--- src/design/ctt_pkg.sv ---
package ctt_pkg;

   localparam int unsigned SLOTS_DEF   = 16;
   localparam int unsigned MAX_RESULTS = 16;
   localparam int unsigned QDEPTH      = 2;

   localparam int unsigned KIND_W   = 2;
   localparam int unsigned IP_W     = 32;
   localparam int unsigned PORT_W   = 16;
   localparam int unsigned STATUS_W = 3;
   localparam int unsigned SLOT_W   = 4;
   localparam int unsigned TIME_W   = 32;
   localparam int unsigned CSR_W    = 16;
   localparam int unsigned CSR_IDX_W = 1;

   localparam logic [KIND_W-1:0] KIND_JOIN  = 2'd0;
   localparam logic [KIND_W-1:0] KIND_LEAVE = 2'd1;
   localparam logic [KIND_W-1:0] KIND_TICK  = 2'd2;
   localparam logic [KIND_W-1:0] KIND_NONE  = 2'd3;

   localparam logic [CSR_W-1:0] TIMEOUT_RESET = 16'd61;
   localparam logic [CSR_W-1:0] PERIOD_RESET  = 16'd60;

   typedef enum logic [CSR_IDX_W-1:0] {
      CSR_TIMEOUT = 1'b0,
      CSR_PERIOD  = 1'b1
   } ctt_csr_type;

   typedef enum logic [STATUS_W-1:0] {
      ST_REFRESHED = 3'd0,
      ST_ADDED     = 3'd1,
      ST_FULL      = 3'd2,
      ST_REMOVED   = 3'd3,
      ST_NOT_FOUND = 3'd4,
      ST_TICK      = 3'd5,
      ST_EXPIRED   = 3'd6
   } ctt_status_type;

   typedef enum logic [1:0] {
      OP_JOIN  = 2'd0,
      OP_LEAVE = 2'd1,
      OP_TICK  = 2'd2,
      OP_SWEEP = 2'd3
   } ctt_op_type;

   typedef enum logic [1:0] {
      BS_IDLE  = 2'd0,
      BS_SCAN  = 2'd1,
      BS_FINAL = 2'd2
   } ctt_bstate_type;

   typedef struct packed {
      ctt_op_type        op;
      logic [IP_W-1:0]   ip;
      logic [PORT_W-1:0] port;
      logic [TIME_W-1:0] now;
   } ctt_cmd_type;

   typedef struct packed {
      logic [IP_W-1:0]   ip;
      logic [PORT_W-1:0] port;
      logic [TIME_W-1:0] heard;
   } ctt_entry_type;

   typedef struct packed {
      ctt_status_type    status;
      logic [SLOT_W-1:0] slot;
      logic [IP_W-1:0]   ip;
      logic [PORT_W-1:0] port;
      logic              last;
   } ctt_res_type;

endpackage

--- src/design/ctt_ram.sv ---
module ctt_ram #(
   parameter int unsigned WIDTH = 8,
   parameter int unsigned DEPTH = 16
) (
   input  logic                     clock,
   input  logic                     wr_en,
   input  logic [$clog2(DEPTH)-1:0] wr_addr,
   input  logic [WIDTH-1:0]         wr_data,
   input  logic                     rd_en,
   input  logic [$clog2(DEPTH)-1:0] rd_addr,
   output logic [WIDTH-1:0]         rd_data
);

   logic [WIDTH-1:0] mem_ff [DEPTH];
   logic [WIDTH-1:0] rd_data_ff;

   always_ff @(posedge clock) begin
      if (wr_en) begin
         mem_ff[wr_addr] <= wr_data;
      end
      if (rd_en) begin
         rd_data_ff <= mem_ff[rd_addr];
      end
   end

   assign rd_data = rd_data_ff;

endmodule

--- src/design/ctt_queue.sv ---
module ctt_queue (
   input  logic                 clock,
   input  logic                 reset,
   input  logic                 push_valid,
   input  ctt_pkg::ctt_cmd_type push_cmd,
   output logic                 push_ready,
   input  logic                 pop,
   output logic                 q_valid,
   output ctt_pkg::ctt_cmd_type q_cmd
);

   import ctt_pkg::*;

   localparam int unsigned PTR_W = (QDEPTH > 1) ? $clog2(QDEPTH) : 1;
   localparam int unsigned CNT_W = $clog2(QDEPTH + 1);

   ctt_cmd_type      entry_ff [QDEPTH];
   logic [PTR_W-1:0] wr_ptr_ff, wr_ptr_in;
   logic [PTR_W-1:0] rd_ptr_ff, rd_ptr_in;
   logic [CNT_W-1:0] count_ff, count_in;
   logic             do_push;
   logic             do_pop;

   function automatic logic [PTR_W-1:0] bump(input logic [PTR_W-1:0] ptr);
      return (ptr == PTR_W'(QDEPTH - 1)) ? '0 : ptr + PTR_W'(1);
   endfunction

   assign push_ready = (count_ff != CNT_W'(QDEPTH));
   assign q_valid    = (count_ff != '0);
   assign q_cmd      = entry_ff[rd_ptr_ff];
   assign do_push    = push_valid && push_ready;
   assign do_pop     = pop && q_valid;

   always_comb begin
      wr_ptr_in = do_push ? bump(wr_ptr_ff) : wr_ptr_ff;
      rd_ptr_in = do_pop ? bump(rd_ptr_ff) : rd_ptr_ff;
      count_in  = count_ff;
      if (do_push && !do_pop) begin
         count_in = count_ff + CNT_W'(1);
      end else if (do_pop && !do_push) begin
         count_in = count_ff - CNT_W'(1);
      end
   end

   always_ff @(posedge clock) begin
      if (reset) begin
         wr_ptr_ff <= '0;
         rd_ptr_ff <= '0;
         count_ff  <= '0;
      end else begin
         wr_ptr_ff <= wr_ptr_in;
         rd_ptr_ff <= rd_ptr_in;
         count_ff  <= count_in;
      end
   end

   always_ff @(posedge clock) begin
      if (do_push) begin
         entry_ff[wr_ptr_ff] <= push_cmd;
      end
   end

endmodule

--- src/design/ctt_front.sv ---
module ctt_front (
   input  logic                         clock,
   input  logic                         reset,
   input  logic                         req_valid,
   output logic                         req_ready,
   input  logic [ctt_pkg::KIND_W-1:0]   req_kind,
   input  logic [ctt_pkg::IP_W-1:0]     req_source_ip,
   input  logic [ctt_pkg::PORT_W-1:0]   req_data_port,
   input  logic [ctt_pkg::CSR_W-1:0]    sweep_period,
   output logic                         push_valid,
   output ctt_pkg::ctt_cmd_type         push_cmd,
   input  logic                         push_ready
);

   import ctt_pkg::*;

   logic [TIME_W-1:0] now_ff, now_in;
   logic [CSR_W-1:0]  sweep_cnt_ff, sweep_cnt_in;
   logic [CSR_W-1:0]  cnt_inc;
   logic [CSR_W-1:0]  period_eff;
   logic              sweep_due;
   logic              accept;
   logic              is_tick;

   assign req_ready  = push_ready;
   assign accept     = req_valid && req_ready;
   assign is_tick    = (req_kind == KIND_TICK);
   assign cnt_inc    = sweep_cnt_ff + CSR_W'(1);
   // a period of zero behaves as one
   assign period_eff = (sweep_period == '0) ? CSR_W'(1) : sweep_period;
   assign sweep_due  = (cnt_inc >= period_eff);

   always_comb begin
      now_in       = now_ff;
      sweep_cnt_in = sweep_cnt_ff;
      if (accept && is_tick) begin
         now_in       = now_ff + TIME_W'(1);
         sweep_cnt_in = sweep_due ? '0 : cnt_inc;
      end
   end

   // classify; the tick carries the advanced time so queued joins keep their own
   always_comb begin
      push_valid    = accept && (req_kind != KIND_NONE);
      push_cmd.ip   = req_source_ip;
      push_cmd.port = req_data_port;
      push_cmd.now  = now_ff;
      push_cmd.op   = OP_JOIN;
      unique case (req_kind)
         KIND_JOIN:  push_cmd.op = OP_JOIN;
         KIND_LEAVE: push_cmd.op = OP_LEAVE;
         KIND_TICK: begin
            push_cmd.op  = sweep_due ? OP_SWEEP : OP_TICK;
            push_cmd.now = now_ff + TIME_W'(1);
         end
         default:    push_cmd.op = OP_JOIN;
      endcase
   end

   always_ff @(posedge clock) begin
      if (reset) begin
         now_ff       <= '0;
         sweep_cnt_ff <= '0;
      end else begin
         now_ff       <= now_in;
         sweep_cnt_ff <= sweep_cnt_in;
      end
   end

endmodule

--- src/design/ctt_back.sv ---
module ctt_back #(
   parameter int unsigned SLOTS = ctt_pkg::SLOTS_DEF
) (
   input  logic                          clock,
   input  logic                          reset,
   input  logic                          q_valid,
   input  ctt_pkg::ctt_cmd_type          q_cmd,
   output logic                          pop,
   input  logic [ctt_pkg::CSR_W-1:0]     timeout_seconds,
   output logic                          rsp_valid,
   input  logic                          rsp_ready,
   output logic [ctt_pkg::STATUS_W-1:0]  rsp_status,
   output logic [ctt_pkg::SLOT_W-1:0]    rsp_slot,
   output logic [ctt_pkg::IP_W-1:0]      rsp_entry_ip,
   output logic [ctt_pkg::PORT_W-1:0]    rsp_entry_port,
   output logic                          rsp_last
);

   import ctt_pkg::*;

   localparam int unsigned IDX_W = $clog2(SLOTS);
   localparam int unsigned CNT_W = $clog2(MAX_RESULTS + 1);
   localparam int unsigned ENT_W = $bits(ctt_entry_type);

   ctt_bstate_type    state_ff, state_in;
   ctt_cmd_type       cmd_ff, cmd_in;
   logic [IDX_W-1:0]  cmp_idx_ff, cmp_idx_in;
   logic              free_found_ff, free_found_in;
   logic [IDX_W-1:0]  free_idx_ff, free_idx_in;
   logic [CNT_W-1:0]  exp_cnt_ff, exp_cnt_in;
   logic              pend_v_ff, pend_v_in;
   ctt_res_type       pend_ff, pend_in;
   ctt_res_type       res_ff, res_in;
   logic [SLOTS-1:0]  valid_ff, valid_in;
   logic              out_valid_ff, out_valid_in;
   ctt_res_type       out_ff, out_in;

   logic              wr_en;
   logic [IDX_W-1:0]  wr_addr;
   ctt_entry_type     wr_entry;
   logic              rd_en;
   logic [IDX_W-1:0]  rd_addr;
   logic [ENT_W-1:0]  rd_data;
   ctt_entry_type     entry;

   logic              out_free;
   logic              out_push;
   ctt_res_type       push_res;
   logic              cur_valid;
   logic              hit;
   logic              at_end;
   logic [TIME_W-1:0] age;
   logic              expired;
   logic [IDX_W-1:0]  sel_idx;
   ctt_res_type       tick_res;
   ctt_res_type       exp_res;

   function automatic logic [SLOT_W-1:0] slot_of(input logic [IDX_W-1:0] idx);
      logic [IDX_W+SLOT_W-1:0] wide;
      wide = {{SLOT_W{1'b0}}, idx};
      return wide[SLOT_W-1:0];
   endfunction

   ctt_ram #(
      .WIDTH (ENT_W),
      .DEPTH (SLOTS)
   ) u_table (
      .clock   (clock),
      .wr_en   (wr_en),
      .wr_addr (wr_addr),
      .wr_data (wr_entry),
      .rd_en   (rd_en),
      .rd_addr (rd_addr),
      .rd_data (rd_data)
   );

   assign entry     = ctt_entry_type'(rd_data);
   assign out_free  = !out_valid_ff || rsp_ready;
   assign cur_valid = valid_ff[cmp_idx_ff];
   assign hit       = cur_valid && (entry.ip == cmd_ff.ip);
   assign at_end    = (cmp_idx_ff == IDX_W'(SLOTS - 1));
   assign age       = cmd_ff.now - entry.heard;
   assign expired   = cur_valid && (age > {{(TIME_W-CSR_W){1'b0}}, timeout_seconds})
                      && (exp_cnt_ff < CNT_W'(MAX_RESULTS));
   assign sel_idx   = free_found_ff ? free_idx_ff : cmp_idx_ff;

   always_comb begin
      tick_res        = '0;
      tick_res.status = ST_TICK;
      tick_res.last   = 1'b1;
      exp_res.status  = ST_EXPIRED;
      exp_res.slot    = slot_of(cmp_idx_ff);
      exp_res.ip      = entry.ip;
      exp_res.port    = entry.port;
      exp_res.last    = 1'b0;
   end

   always_comb begin
      state_in      = state_ff;
      cmd_in        = cmd_ff;
      cmp_idx_in    = cmp_idx_ff;
      free_found_in = free_found_ff;
      free_idx_in   = free_idx_ff;
      exp_cnt_in    = exp_cnt_ff;
      pend_v_in     = pend_v_ff;
      pend_in       = pend_ff;
      res_in        = res_ff;
      valid_in      = valid_ff;
      pop           = 1'b0;
      wr_en         = 1'b0;
      wr_addr       = cmp_idx_ff;
      wr_entry      = entry;
      rd_en         = 1'b0;
      rd_addr       = cmp_idx_ff + IDX_W'(1);
      out_push      = 1'b0;
      push_res      = res_ff;

      unique case (state_ff)
         BS_IDLE: begin
            if (q_valid) begin
               pop    = 1'b1;
               cmd_in = q_cmd;
               if (q_cmd.op == OP_TICK) begin
                  res_in   = tick_res;
                  state_in = BS_FINAL;
               end else begin
                  rd_en         = 1'b1;
                  rd_addr       = '0;
                  cmp_idx_in    = '0;
                  free_found_in = 1'b0;
                  exp_cnt_in    = '0;
                  pend_v_in     = 1'b0;
                  state_in      = BS_SCAN;
               end
            end
         end

         BS_SCAN: begin
            unique case (cmd_ff.op)
               OP_JOIN: begin
                  if (hit) begin
                     wr_en          = 1'b1;
                     wr_entry.heard = cmd_ff.now;
                     res_in.status  = ST_REFRESHED;
                     res_in.slot    = slot_of(cmp_idx_ff);
                     res_in.ip      = entry.ip;
                     res_in.port    = entry.port;
                     res_in.last    = 1'b1;
                     state_in       = BS_FINAL;
                  end else if (at_end) begin
                     res_in.ip   = cmd_ff.ip;
                     res_in.port = cmd_ff.port;
                     res_in.last = 1'b1;
                     if (free_found_ff || !cur_valid) begin
                        wr_en             = 1'b1;
                        wr_addr           = sel_idx;
                        wr_entry.ip       = cmd_ff.ip;
                        wr_entry.port     = cmd_ff.port;
                        wr_entry.heard    = cmd_ff.now;
                        valid_in[sel_idx] = 1'b1;
                        res_in.status     = ST_ADDED;
                        res_in.slot       = slot_of(sel_idx);
                     end else begin
                        res_in.status = ST_FULL;
                        res_in.slot   = '0;
                     end
                     state_in = BS_FINAL;
                  end else begin
                     if (!cur_valid && !free_found_ff) begin
                        free_found_in = 1'b1;
                        free_idx_in   = cmp_idx_ff;
                     end
                     rd_en      = 1'b1;
                     cmp_idx_in = cmp_idx_ff + IDX_W'(1);
                  end
               end

               OP_LEAVE: begin
                  if (hit) begin
                     valid_in[cmp_idx_ff] = 1'b0;
                     res_in.status = ST_REMOVED;
                     res_in.slot   = slot_of(cmp_idx_ff);
                     res_in.ip     = entry.ip;
                     res_in.port   = entry.port;
                     res_in.last   = 1'b1;
                     state_in      = BS_FINAL;
                  end else if (at_end) begin
                     res_in.status = ST_NOT_FOUND;
                     res_in.slot   = '0;
                     res_in.ip     = cmd_ff.ip;
                     res_in.port   = '0;
                     res_in.last   = 1'b1;
                     state_in      = BS_FINAL;
                  end else begin
                     rd_en      = 1'b1;
                     cmp_idx_in = cmp_idx_ff + IDX_W'(1);
                  end
               end

               OP_SWEEP: begin
                  // one expiry is held back until the next is seen, so that
                  // the last flag can be set on the final one
                  if (!(expired && pend_v_ff && !out_free)) begin
                     if (expired) begin
                        valid_in[cmp_idx_ff] = 1'b0;
                        exp_cnt_in = exp_cnt_ff + CNT_W'(1);
                        pend_v_in  = 1'b1;
                        pend_in    = exp_res;
                        if (pend_v_ff) begin
                           out_push = 1'b1;
                           push_res = pend_ff;
                        end
                     end
                     if (at_end) begin
                        if (expired) begin
                           res_in      = exp_res;
                           res_in.last = 1'b1;
                        end else if (pend_v_ff) begin
                           res_in      = pend_ff;
                           res_in.last = 1'b1;
                        end else begin
                           res_in = tick_res;
                        end
                        pend_v_in = 1'b0;
                        state_in  = BS_FINAL;
                     end else begin
                        rd_en      = 1'b1;
                        cmp_idx_in = cmp_idx_ff + IDX_W'(1);
                     end
                  end
               end

               default: begin
                  state_in = BS_IDLE;
               end
            endcase
         end

         BS_FINAL: begin
            if (out_free) begin
               out_push = 1'b1;
               push_res = res_ff;
               state_in = BS_IDLE;
            end
         end

         default: begin
            state_in = BS_IDLE;
         end
      endcase
   end

   always_comb begin
      out_valid_in = out_valid_ff && !rsp_ready;
      out_in       = out_ff;
      if (out_push) begin
         out_valid_in = 1'b1;
         out_in       = push_res;
      end
   end

   always_ff @(posedge clock) begin
      if (reset) begin
         state_ff     <= BS_IDLE;
         valid_ff     <= '0;
         pend_v_ff    <= 1'b0;
         out_valid_ff <= 1'b0;
      end else begin
         state_ff     <= state_in;
         valid_ff     <= valid_in;
         pend_v_ff    <= pend_v_in;
         out_valid_ff <= out_valid_in;
      end
   end

   always_ff @(posedge clock) begin
      cmd_ff        <= cmd_in;
      cmp_idx_ff    <= cmp_idx_in;
      free_found_ff <= free_found_in;
      free_idx_ff   <= free_idx_in;
      exp_cnt_ff    <= exp_cnt_in;
      pend_ff       <= pend_in;
      res_ff        <= res_in;
      out_ff        <= out_in;
   end

   assign rsp_valid      = out_valid_ff;
   assign rsp_status     = out_ff.status;
   assign rsp_slot       = out_ff.slot;
   assign rsp_entry_ip   = out_ff.ip;
   assign rsp_entry_port = out_ff.port;
   assign rsp_last       = out_ff.last;

endmodule

--- src/design/client_table_with_timeout.sv ---
// Client session table with aging.
// Request channel (req_valid/req_ready): kind 0 joins or refreshes a client
// by source IP, kind 1 removes it, kind 2 is a one-second tick; kind 3 is
// taken and dropped. Result channel (rsp_valid/rsp_ready) gives one transfer
// per join, leave or plain tick, and on a sweeping tick one transfer per
// expired entry in slot order (rsp_last on the final one), or a single tick
// result when nothing expires.
// Between a request being taken and its final result, a join or leave walks
// the table RAM one slot per cycle and stops at the matching slot, or walks
// every slot on a miss; a sweep always walks every slot; a plain tick skips
// the walk. A full walk holds the back end, which sets the worst sustained
// rate.
// A two-entry command queue lets requests be taken while the walk runs.
// csr_we writes timeout_seconds (index 0) or sweep_period (index 1) at once.
// Reset empties the table and clears the time and sweep counters; no
// clearing pass runs. When rsp_ready is low the result holds and a sweep walk
// may stall; requests keep being taken until the queue fills.
module client_table_with_timeout #(
   parameter int unsigned SLOTS = ctt_pkg::SLOTS_DEF
) (
   input  logic                            clock,
   input  logic                            reset,
   input  logic                            req_valid,
   output logic                            req_ready,
   input  logic [ctt_pkg::KIND_W-1:0]      req_kind,
   input  logic [ctt_pkg::IP_W-1:0]        req_source_ip,
   input  logic [ctt_pkg::PORT_W-1:0]      req_data_port,
   output logic                            rsp_valid,
   input  logic                            rsp_ready,
   output logic [ctt_pkg::STATUS_W-1:0]    rsp_status,
   output logic [ctt_pkg::SLOT_W-1:0]      rsp_slot,
   output logic [ctt_pkg::IP_W-1:0]        rsp_entry_ip,
   output logic [ctt_pkg::PORT_W-1:0]      rsp_entry_port,
   output logic                            rsp_last,
   input  logic                            csr_we,
   input  logic [ctt_pkg::CSR_IDX_W-1:0]   csr_index,
   input  logic [ctt_pkg::CSR_W-1:0]       csr_wdata
);

   import ctt_pkg::*;

   logic [CSR_W-1:0] timeout_ff, timeout_in;
   logic [CSR_W-1:0] period_ff, period_in;
   logic             push_valid;
   logic             push_ready;
   ctt_cmd_type      push_cmd;
   logic             pop;
   logic             q_valid;
   ctt_cmd_type      q_cmd;

   always_comb begin
      timeout_in = timeout_ff;
      period_in  = period_ff;
      if (csr_we) begin
         unique case (csr_index)
            CSR_TIMEOUT: timeout_in = csr_wdata;
            CSR_PERIOD:  period_in  = csr_wdata;
            default:     timeout_in = timeout_ff;
         endcase
      end
   end

   always_ff @(posedge clock) begin
      if (reset) begin
         timeout_ff <= TIMEOUT_RESET;
         period_ff  <= PERIOD_RESET;
      end else begin
         timeout_ff <= timeout_in;
         period_ff  <= period_in;
      end
   end

   ctt_front u_front (
      .clock         (clock),
      .reset         (reset),
      .req_valid     (req_valid),
      .req_ready     (req_ready),
      .req_kind      (req_kind),
      .req_source_ip (req_source_ip),
      .req_data_port (req_data_port),
      .sweep_period  (period_ff),
      .push_valid    (push_valid),
      .push_cmd      (push_cmd),
      .push_ready    (push_ready)
   );

   ctt_queue u_queue (
      .clock      (clock),
      .reset      (reset),
      .push_valid (push_valid),
      .push_cmd   (push_cmd),
      .push_ready (push_ready),
      .pop        (pop),
      .q_valid    (q_valid),
      .q_cmd      (q_cmd)
   );

   ctt_back #(
      .SLOTS (SLOTS)
   ) u_back (
      .clock           (clock),
      .reset           (reset),
      .q_valid         (q_valid),
      .q_cmd           (q_cmd),
      .pop             (pop),
      .timeout_seconds (timeout_ff),
      .rsp_valid       (rsp_valid),
      .rsp_ready       (rsp_ready),
      .rsp_status      (rsp_status),
      .rsp_slot        (rsp_slot),
      .rsp_entry_ip    (rsp_entry_ip),
      .rsp_entry_port  (rsp_entry_port),
      .rsp_last        (rsp_last)
   );

endmodule

--- config.mk ---
export PLATFORM = sky130hd
export DESIGN_NAME = client_table_with_timeout
export DESIGN_NICKNAME = d
export VERILOG_FILES = /design/src/design/ctt_pkg.sv /design/src/design/ctt_ram.sv /design/src/design/ctt_queue.sv /design/src/design/ctt_front.sv /design/src/design/ctt_back.sv /design/src/design/client_table_with_timeout.sv
export SDC_FILE = /design/constraint.sdc
export NUM_CORES = 2
export LEC_CHECK = 0
export ABC_AREA = 1
export BUFFER_PORTS_ARGS = -buffer_cell sky130_fd_sc_hd__clkbuf_2
export CAP_MARGIN = 20
export CORE_MARGIN = 2
export CORE_UTILIZATION = 30
export CTS_CLUSTER_SIZE = 20
export DETAILED_ROUTE_END_ITERATION = 7
export PLACE_DENSITY = 0.56
export SLEW_MARGIN = 20
export SYNTH_ARGS = -nofsm -noshare
export SYNTH_HDL_FRONTEND = slang
export SYNTH_SLANG_ARGS = --single-unit
--- constraint.sdc ---
create_clock -name clock -period 11.15 [get_ports clock]
set_input_delay 0.5575 -clock clock [delete_from_list [all_inputs] [get_ports clock]]
set_output_delay 0.5575 -clock clock [all_outputs]
set_load 0.02 [all_outputs]
Word-level counts from Yosys, hierarchy flattened
Memories as Yosys holds them, arrays and structs flattened. A register that Yosys moved wholly into a read port is not among the register bits.
Cells that the tools add are included.
{ "op_classes": {"n_mux": 115, "add_sub_neg": 9, "n_eq_ne": 36, "order_cmp": 7, "bitwise": 7, "reduce_logical": 45} }
{ "ops": {"columns": ["op", "n"], "rows": [
  ["two-way mux 56 bit", 14],
  ["two-way mux 80 bit", 4],
  ["case mux 56 bit (3 select lines)", 1],
  ["two-way mux 16 bit", 8],
  ["case mux 56 bit (2 select lines)", 1],
  ["two-way mux 32 bit", 2],
  ["two-way mux 4 bit", 14],
  ["two-way mux 55 bit", 1],
  ["two-way mux 48 bit", 1],
  ["case mux 16 bit (3 select lines)", 1],
  ["two-way mux 1 bit", 40],
  ["adder 32 x 1 -> 32 bit, second input constant", 1],
  ["== test 32 bit", 1],
  ["greater-than comparator 32 x 16 -> 1 bit", 1],
  ["subtractor 32 bit", 1],
  ["two-way mux 5 bit", 5],
  ["!= test 2 bit, second input constant", 10],
  ["!= test 2 x 1 -> 1 bit, second input constant", 9],
  ["AND reduction 6 bit", 3],
  ["adder 16 x 1 -> 16 bit, second input constant", 1],
  ["AND 16 bit", 1],
  [">= comparator 16 bit", 1],
  ["logical AND 1 bit", 16],
  ["logical NOT 16 bit", 1],
  ["other kinds (40)", 81]
]} }
{ "word_totals": {"ramBits": 1444, "memories": 2, "inputBits": 72, "register_bits": 364, "wordCells": 253, "out_inout_bits": 58} }
{ "memory_table": {"columns": ["memory", "depth", "word_bits", "rd", "rd_ports_with_merged_regs", "write_ports", "line_no", "source"], "rows": [
  ["u_back.u_table.mem_ff", 16, 80, 1, 1, 1, "ctt_ram.sv:14", "logic [WIDTH-1:0] mem_ff [DEPTH];"],
  ["u_queue.entry_ff", 2, 82, 1, 1, 1, "ctt_queue.sv:17", "ctt_cmd_type entry_ff [QDEPTH];"]
]} }

Logic depth before layout (Yosys ltp)
{ "depth": {"word_depth": 11, "depth_mapped": 32, "depth_no_buf": 32} }

Modules after synthesis
A second synthesis with hierarchy kept.
{ "hier_totals": {"hier_cells": 8604, "area_unflattened_um2": 86475.4} }
{ "modules_own_cells": {"columns": ["module", "area_each_um2", "n_inst", "seq_area_each_um2", "cells_each"], "rows": [
  ["ctt_ram", 56995.9, 1, 40839.2, 5255],
  ["ctt_back", 17209.0, 1, 8177.8, 2165],
  ["ctt_queue", 6558.8, 1, 5024.8, 292],
  ["ctt_front", 4450.5, 1, 960.9, 726],
  ["client_table_with_timeout", 1261.2, 1, 640.6, 166]
]} }

Worst setup path before layout
OpenSTA, ideal clock, no wires.
{ "synth_timing": {"path_kind": "register to register", "startpoint": "register u_back.u_table.rd_data_ff[0], in the netlist u_back.u_table.rd_data[0] (read register of u_back.u_table.mem_ff)", "endpoint": "register u_back.u_table.rd_data_ff[0], in the netlist u_back.u_table.rd_data[0] (read register of u_back.u_table.mem_ff) (enable)", "stages_incl_launch_ff": 25, "path_slack_ps": 1959, "arrival_time_ps": 8562, "required_ps": 10521, "n_path_buf": 0, "cell_sequence": "edfxtp_1 > ha_1 > fa_1 > inv_1 > nand3_1 > nand3_1 > nand3_1 > nand3_1 > xor2_1 > ha_1 > nand2_1 > nor2_1 > nand3_1 > nor2_1 > nand4_1 > nand2_1 > nand3_1 > nor2_1 > nand2_1 > nor2_1 > nand2_2 > nand3_1 > nor2_1 > o21a_1 > o21ai_0"} }
{ "synth_via": {"elab_chain_len": 9} }
{ "synth_rtl": {"columns": ["item", "line_no", "source"], "rows": [
  ["start, declared", "ctt_ram.sv:15", "logic [WIDTH-1:0] rd_data_ff;"],
  ["subtractor 32 bit", "ctt_back.sv:82", "assign age = cmd_ff.now - entry.heard;"],
  ["greater-than comparator 32 x 16 -> 1 bit", "ctt_back.sv:83", "assign expired = cur_valid && (age > {{(TIME_W-CSR_W){1'b0}}, timeout_seconds})"],
  ["logical AND 1 bit", "ctt_back.sv:83", null],
  ["logical AND 1 bit", "ctt_back.sv:84", "&& (exp_cnt_ff < CNT_W'(MAX_RESULTS));"],
  ["logical AND 1 bit (2 in a row)", "ctt_back.sv:203", "if (!(expired && pend_v_ff && !out_free)) begin"],
  ["two-way mux 1 bit", "ctt_back.sv:203", null],
  ["case mux 1 bit (2 select lines)", "ctt_back.sv:139", "unique case (cmd_ff.op)"],
  ["case mux 1 bit (2 select lines)", "ctt_back.sv:118", "unique case (state_ff)"],
  ["via u_back.rd_en", "ctt_back.sv:41", "logic rd_en;"]
]} }
The timed path passes the listed nets, and every way through them passes these cells.
A chain may end at the register's enable or synchronous reset.

Final worst setup path
{ "layout_timing": {"startpoint": "register u_back.cmp_idx_ff[0]", "endpoint": "memory u_back.u_table.mem_ff[4][16] (netlist name) (enable)"} }
{ "layout_via": {"elab_chain_len": 11, "word_cells_on_any_way": 19, "classes_between": "1 x eq/ne; 15 x mux; 3 x reduce/logical"} }
{ "layout_rtl": {"columns": ["item", "line_no", "source"], "rows": [
  ["start, declared", "ctt_back.sv:27", "logic [IDX_W-1:0] cmp_idx_ff, cmp_idx_in;"],
  ["start signal, assigned", "ctt_back.sv:278", "cmp_idx_ff <= cmp_idx_in;"],
  ["binary-select mux 1 bit (select 4 bit)", "ctt_back.sv:79", "assign cur_valid = valid_ff[cmp_idx_ff];"],
  ["two-way mux 1 bit (implied by the code)", "ctt_back.sv:79", null],
  ["logical NOT 1 bit", "ctt_back.sv:154", "if (free_found_ff || !cur_valid) begin"],
  ["logical OR 1 bit", "ctt_back.sv:154", null],
  ["two-way mux 1 bit", "ctt_back.sv:154", null],
  ["two-way mux 1 bit", "ctt_back.sv:150", "end else if (at_end) begin"],
  ["two-way mux 1 bit", "ctt_back.sv:141", "if (hit) begin"],
  ["two-way mux 1 bit", "ctt_back.sv:139", null],
  ["two-way mux 1 bit", "ctt_back.sv:118", null],
  ["two-way mux 1 bit", "ctt_ram.sv:18", "if (wr_en) begin"],
  ["two-way mux 1 bit (implied by the code)", "ctt_ram.sv:19", "mem_ff[wr_addr] <= wr_data;"],
  ["end, declared", "ctt_ram.sv:14", null]
]} }
Several ways; a longest one is shown, not always the timed one. The select of a mux whose other input is x is not followed.

==> impl_metrics.env <==
export IMPL_status="complete, no violations"
export IMPL_post_route_min_period_ns=6.261
export IMPL_final_util_pct=34.52
export IMPL_grt_pass1_vias=50110
export IMPL_ir_drop_mv=0.3359
export IMPL_timing_rr_start="u_back.cmp_idx_ff[0]"
export IMPL_ctsResizeCount=0
export IMPL_fin_nets=7076
export IMPL_hold_slack_ns=0.04931
export IMPL_worst_pin_slew_ns=1.153
export IMPL_cp_arrival_ns=6.68
export IMPL_pwr_density_cell_nw_per_um2=299.8
export IMPL_grt_overflow_total=0
export IMPL_synth_edf_count=1783
export IMPL_grt_pass1_wl_um=326200
export IMPL_finalSetupTns_ns=0
export IMPL_initialDrtViolationCount=4980
export IMPL_synth_seq_area_share_pct=69.35
export IMPL_port_buffer_count=129
export IMPL_viasPerCell=4.941
export IMPL_yosys_top_cells_count="edfxtp_1, nand2_1, nor2_1"
export IMPL_synthToLayoutAreaGrowth_pct=14.24
export IMPL_cts_made_buffers=189
export IMPL_hp_class="in -> reg"
export IMPL_firstDrtPassIters=6
export IMPL_place_congestion=0.8694
export IMPL_drtAntennaViolNets=0
export IMPL_crit_fanout=74
export IMPL_ys_ff_latch=1888
export IMPL_row_count=189
export IMPL_h_tree_depth=4
export IMPL_synth_area_um2=80240
export IMPL_finalNonFillerCells=10620
export IMPL_rsz0062_at_grt="false"
export IMPL_fmax_ghz=0.1597
export IMPL_initial_core_util_pct=30.21
export IMPL_maxCapViolCount=0
export IMPL_placed_cells=10220
export IMPL_cts_tree="yes"
export IMPL_ioPinCount=130
export IMPL_dp_hpwl_um=123500
export IMPL_cp_start_kind="register"
export IMPL_finClkSkew_ns=0.05593
export IMPL_fp_dieH_um=521.2
export IMPL_finalHoldViolations=0
export IMPL_whs_endpoint="period_ff[7]"
export IMPL_yosysUniqueCellTypes=62
export IMPL_cts_root_buf="clkbuf_16"
export IMPL_grt_total_usage_pct=15.64
export IMPL_regToRegEndpoint="u_back.u_table.mem_ff[4][16]"
export IMPL_slew_violations=0
export IMPL_syn_avg_cell_area_um2=11.83
export IMPL_drive_gt1_share_pct=12.56
export IMPL_path_class="reg -> reg"
export IMPL_drc=0
export IMPL_core_area_um2=265600
export IMPL_reg2reg_slack_ns=4.89
export IMPL_grt_max_degree=185
export IMPL_wl_per_cell_um=20.60
export IMPL_insertion_delay_ns=0.83
export IMPL_n_fill_cell=25930
export IMPL_synth_top_area_share_pct=66.73
export IMPL_die_w_um=521.2
export IMPL_synth_most_common_cell="edfxtp_1"
export IMPL_vias=52470
export IMPL_syn_num_nets=6935
export IMPL_dieArea_um2=271600
export IMPL_slew_headroom_pct=23.12
export IMPL_yosysWarnings=0
export IMPL_synthArstFlopShare_pct=0
export IMPL_hold_start="csr_wdata[7]"
export IMPL_finalCritPeriodShare_pct=56.15
export IMPL_synth_area_leaders="edfxtp_1, nand2_1, nor2_1"
export IMPL_clk_pin_slew_ns=0.06
export IMPL_yosysTopAreaCell="edfxtp_1"
export IMPL_p_leak_uw=0.03194
export IMPL_min_path_cells=3
export IMPL_cts_buffer_depth=3
export IMPL_setup_viol=0
export IMPL_crit_path_end_kind="register"
export IMPL_antenna_found_initial=6
export IMPL_ys_flop_type="edfxtp_1"
export IMPL_cp_required_ns=11.57
export IMPL_syn_inst=6785
export IMPL_drt_total_wl_um=218800
export IMPL_r2r_cells=16
export IMPL_clkSinkCount=1888
==> placed cells by master (no fill, tap or decap), types with 34 or more instances in the layout <==
cell type         n
mux2_2           81
clkbuf_2        129
inv_1           453
clkbuf_1         48
or2_2           163
o211ai_1        202
dfxtp_1         104
clkbuf_16       192
nor3_1          193
a31oi_1          35
buf_4           137
ha_1             76
edfxtp_1       1783
o21ai_0         457
a21oi_1         164
nand2_1        1134
a211oi_1        163
o22ai_1          82
dlygate4sd3_1    50
nand3_1          81
clkinv_2         34
xor2_1           52
o31ai_1         162
nor2_1          801
clkinv_1         46
==> worst max path at each step <==
stage | start | to | slack (ns) | depth (start not counted)
floorplan | u_back.u_table.rd_data[0] | u_back.u_table.rd_data[0] | 1.96 | 24
global placement | u_back.u_table.rd_data[0] | u_back.rsp_entry_ip[10] | 4.97 | 28
detailed placement | u_back.cmp_idx_ff[0] | u_back.u_table.mem_ff[4][8] | 5.02 | 16
CTS | u_back.cmp_idx_ff[0] | u_back.u_table.mem_ff[4][15] | 4.97 | 16
global route | u_back.u_table.rd_data[0] | u_back.rsp_entry_ip[17] | 4.47 | 28
finish | u_back.cmp_idx_ff[0] | u_back.u_table.mem_ff[4][16] | 4.89 | 16
==> sequential cells by signal (all words and copies together), names as in the netlist, 5 cells and up, named ones only <==
| name | flops |
|---|---|
| u_back.u_table.mem_ff | 1280 |
| u_queue.entry_ff | 164 |
| u_back.cmd_ff | 82 |
| u_back.u_table.rd_data | 80 |
| u_back.res_ff | 55 |
| u_back.pend_ff | 52 |
| u_back.rsp_entry_ip | 32 |
| u_front.now_ff | 32 |
| period_ff | 16 |
| timeout_ff | 16 |
| u_back.rsp_entry_port | 16 |
| u_back.valid_ff | 16 |
| u_front.sweep_cnt_ff | 16 |
| u_back.exp_cnt_ff | 5 |
==> layout make-up <==
type / count / area (um^2) / area share (%)
Sequential cell: 1888 / 55650 / 60.71
Tap cell: 3533 / 4420 / 4.823
Inverter: 471 / 1804 / 1.968
Timing Repair Buffer: 330 / 2454 / 2.677
Multi-Input combinational cell: 4046 / 21420 / 23.37
Antenna cell: 2 / 5.005 / 0.005460
Clock inverter: 108 / 897.1 / 0.9787
Clock buffer: 242 / 5012 / 5.468
==> power breakdown <==
group	leakage, uW	switching, uW	total, uW	internal (uW)
clock network	0.00287	2740	6150	3420
logic	0.0120	8080	11300	3240
registers	0.0171	471	10000	9540
total	0.0319	11300	27500	16200
==> cell families after synthesis <==
| kind of cell | Yosys count | share of synthesized area [%] |
|---|---|---|
| buf+inv | 851 | 4.252 |
| simple gates | 2470 | 12.83 |
| flops | 1888 | 69.35 |
| fa+ha+maj | 78 | 1.226 |
| mux | 81 | 1.137 |
| xor+xnor | 77 | 0.8405 |
| compound gates | 1340 | 10.36 |
==> repair_timing <==
item,4_1_cts,5_1_grt
setup buffers,0,0
hold buffers,50,0
endpoints found under the hold margin,99,0
==> critical path, cell delays in order (launching register included) <==
cell and delay [ns]:
edfxtp_1 0.82, inv_2 0.22, nand2_1 0.12, o211ai_1 0.09, o21ai_1 0.13, a22o_2 0.20, nor2_2 0.05, nand2_2 0.05
buf_4 0.59, nand2_1 0.23, nor3_2 0.25, nand2_1 0.17, o21ai_1 0.68, nand3_1 0.41, nor2_4 0.31, buf_4 0.65
buf_4 0.74
==> routing by layer <==
metal  GRT usage [%]  wire length [um]
met5               0                 0
met2           24.15             97610
met3           2.228             12930
met4           3.136              3549
met1           23.33            104700
==> metrics by stage <==
stage	worst slack (ns)	power [uW]	instance area, um^2
3_3_place_gp	4.968	21290	85150
5_1_grt	4.468	29100	91660
3_5_place_dp	5.021	21380	85200
2_1_floorplan	1.959	17450	80240
6_report	4.889	27480	91660
4_1_cts	4.968	27580	91610
No activity file was read; power rests on OpenSTA's default activity.
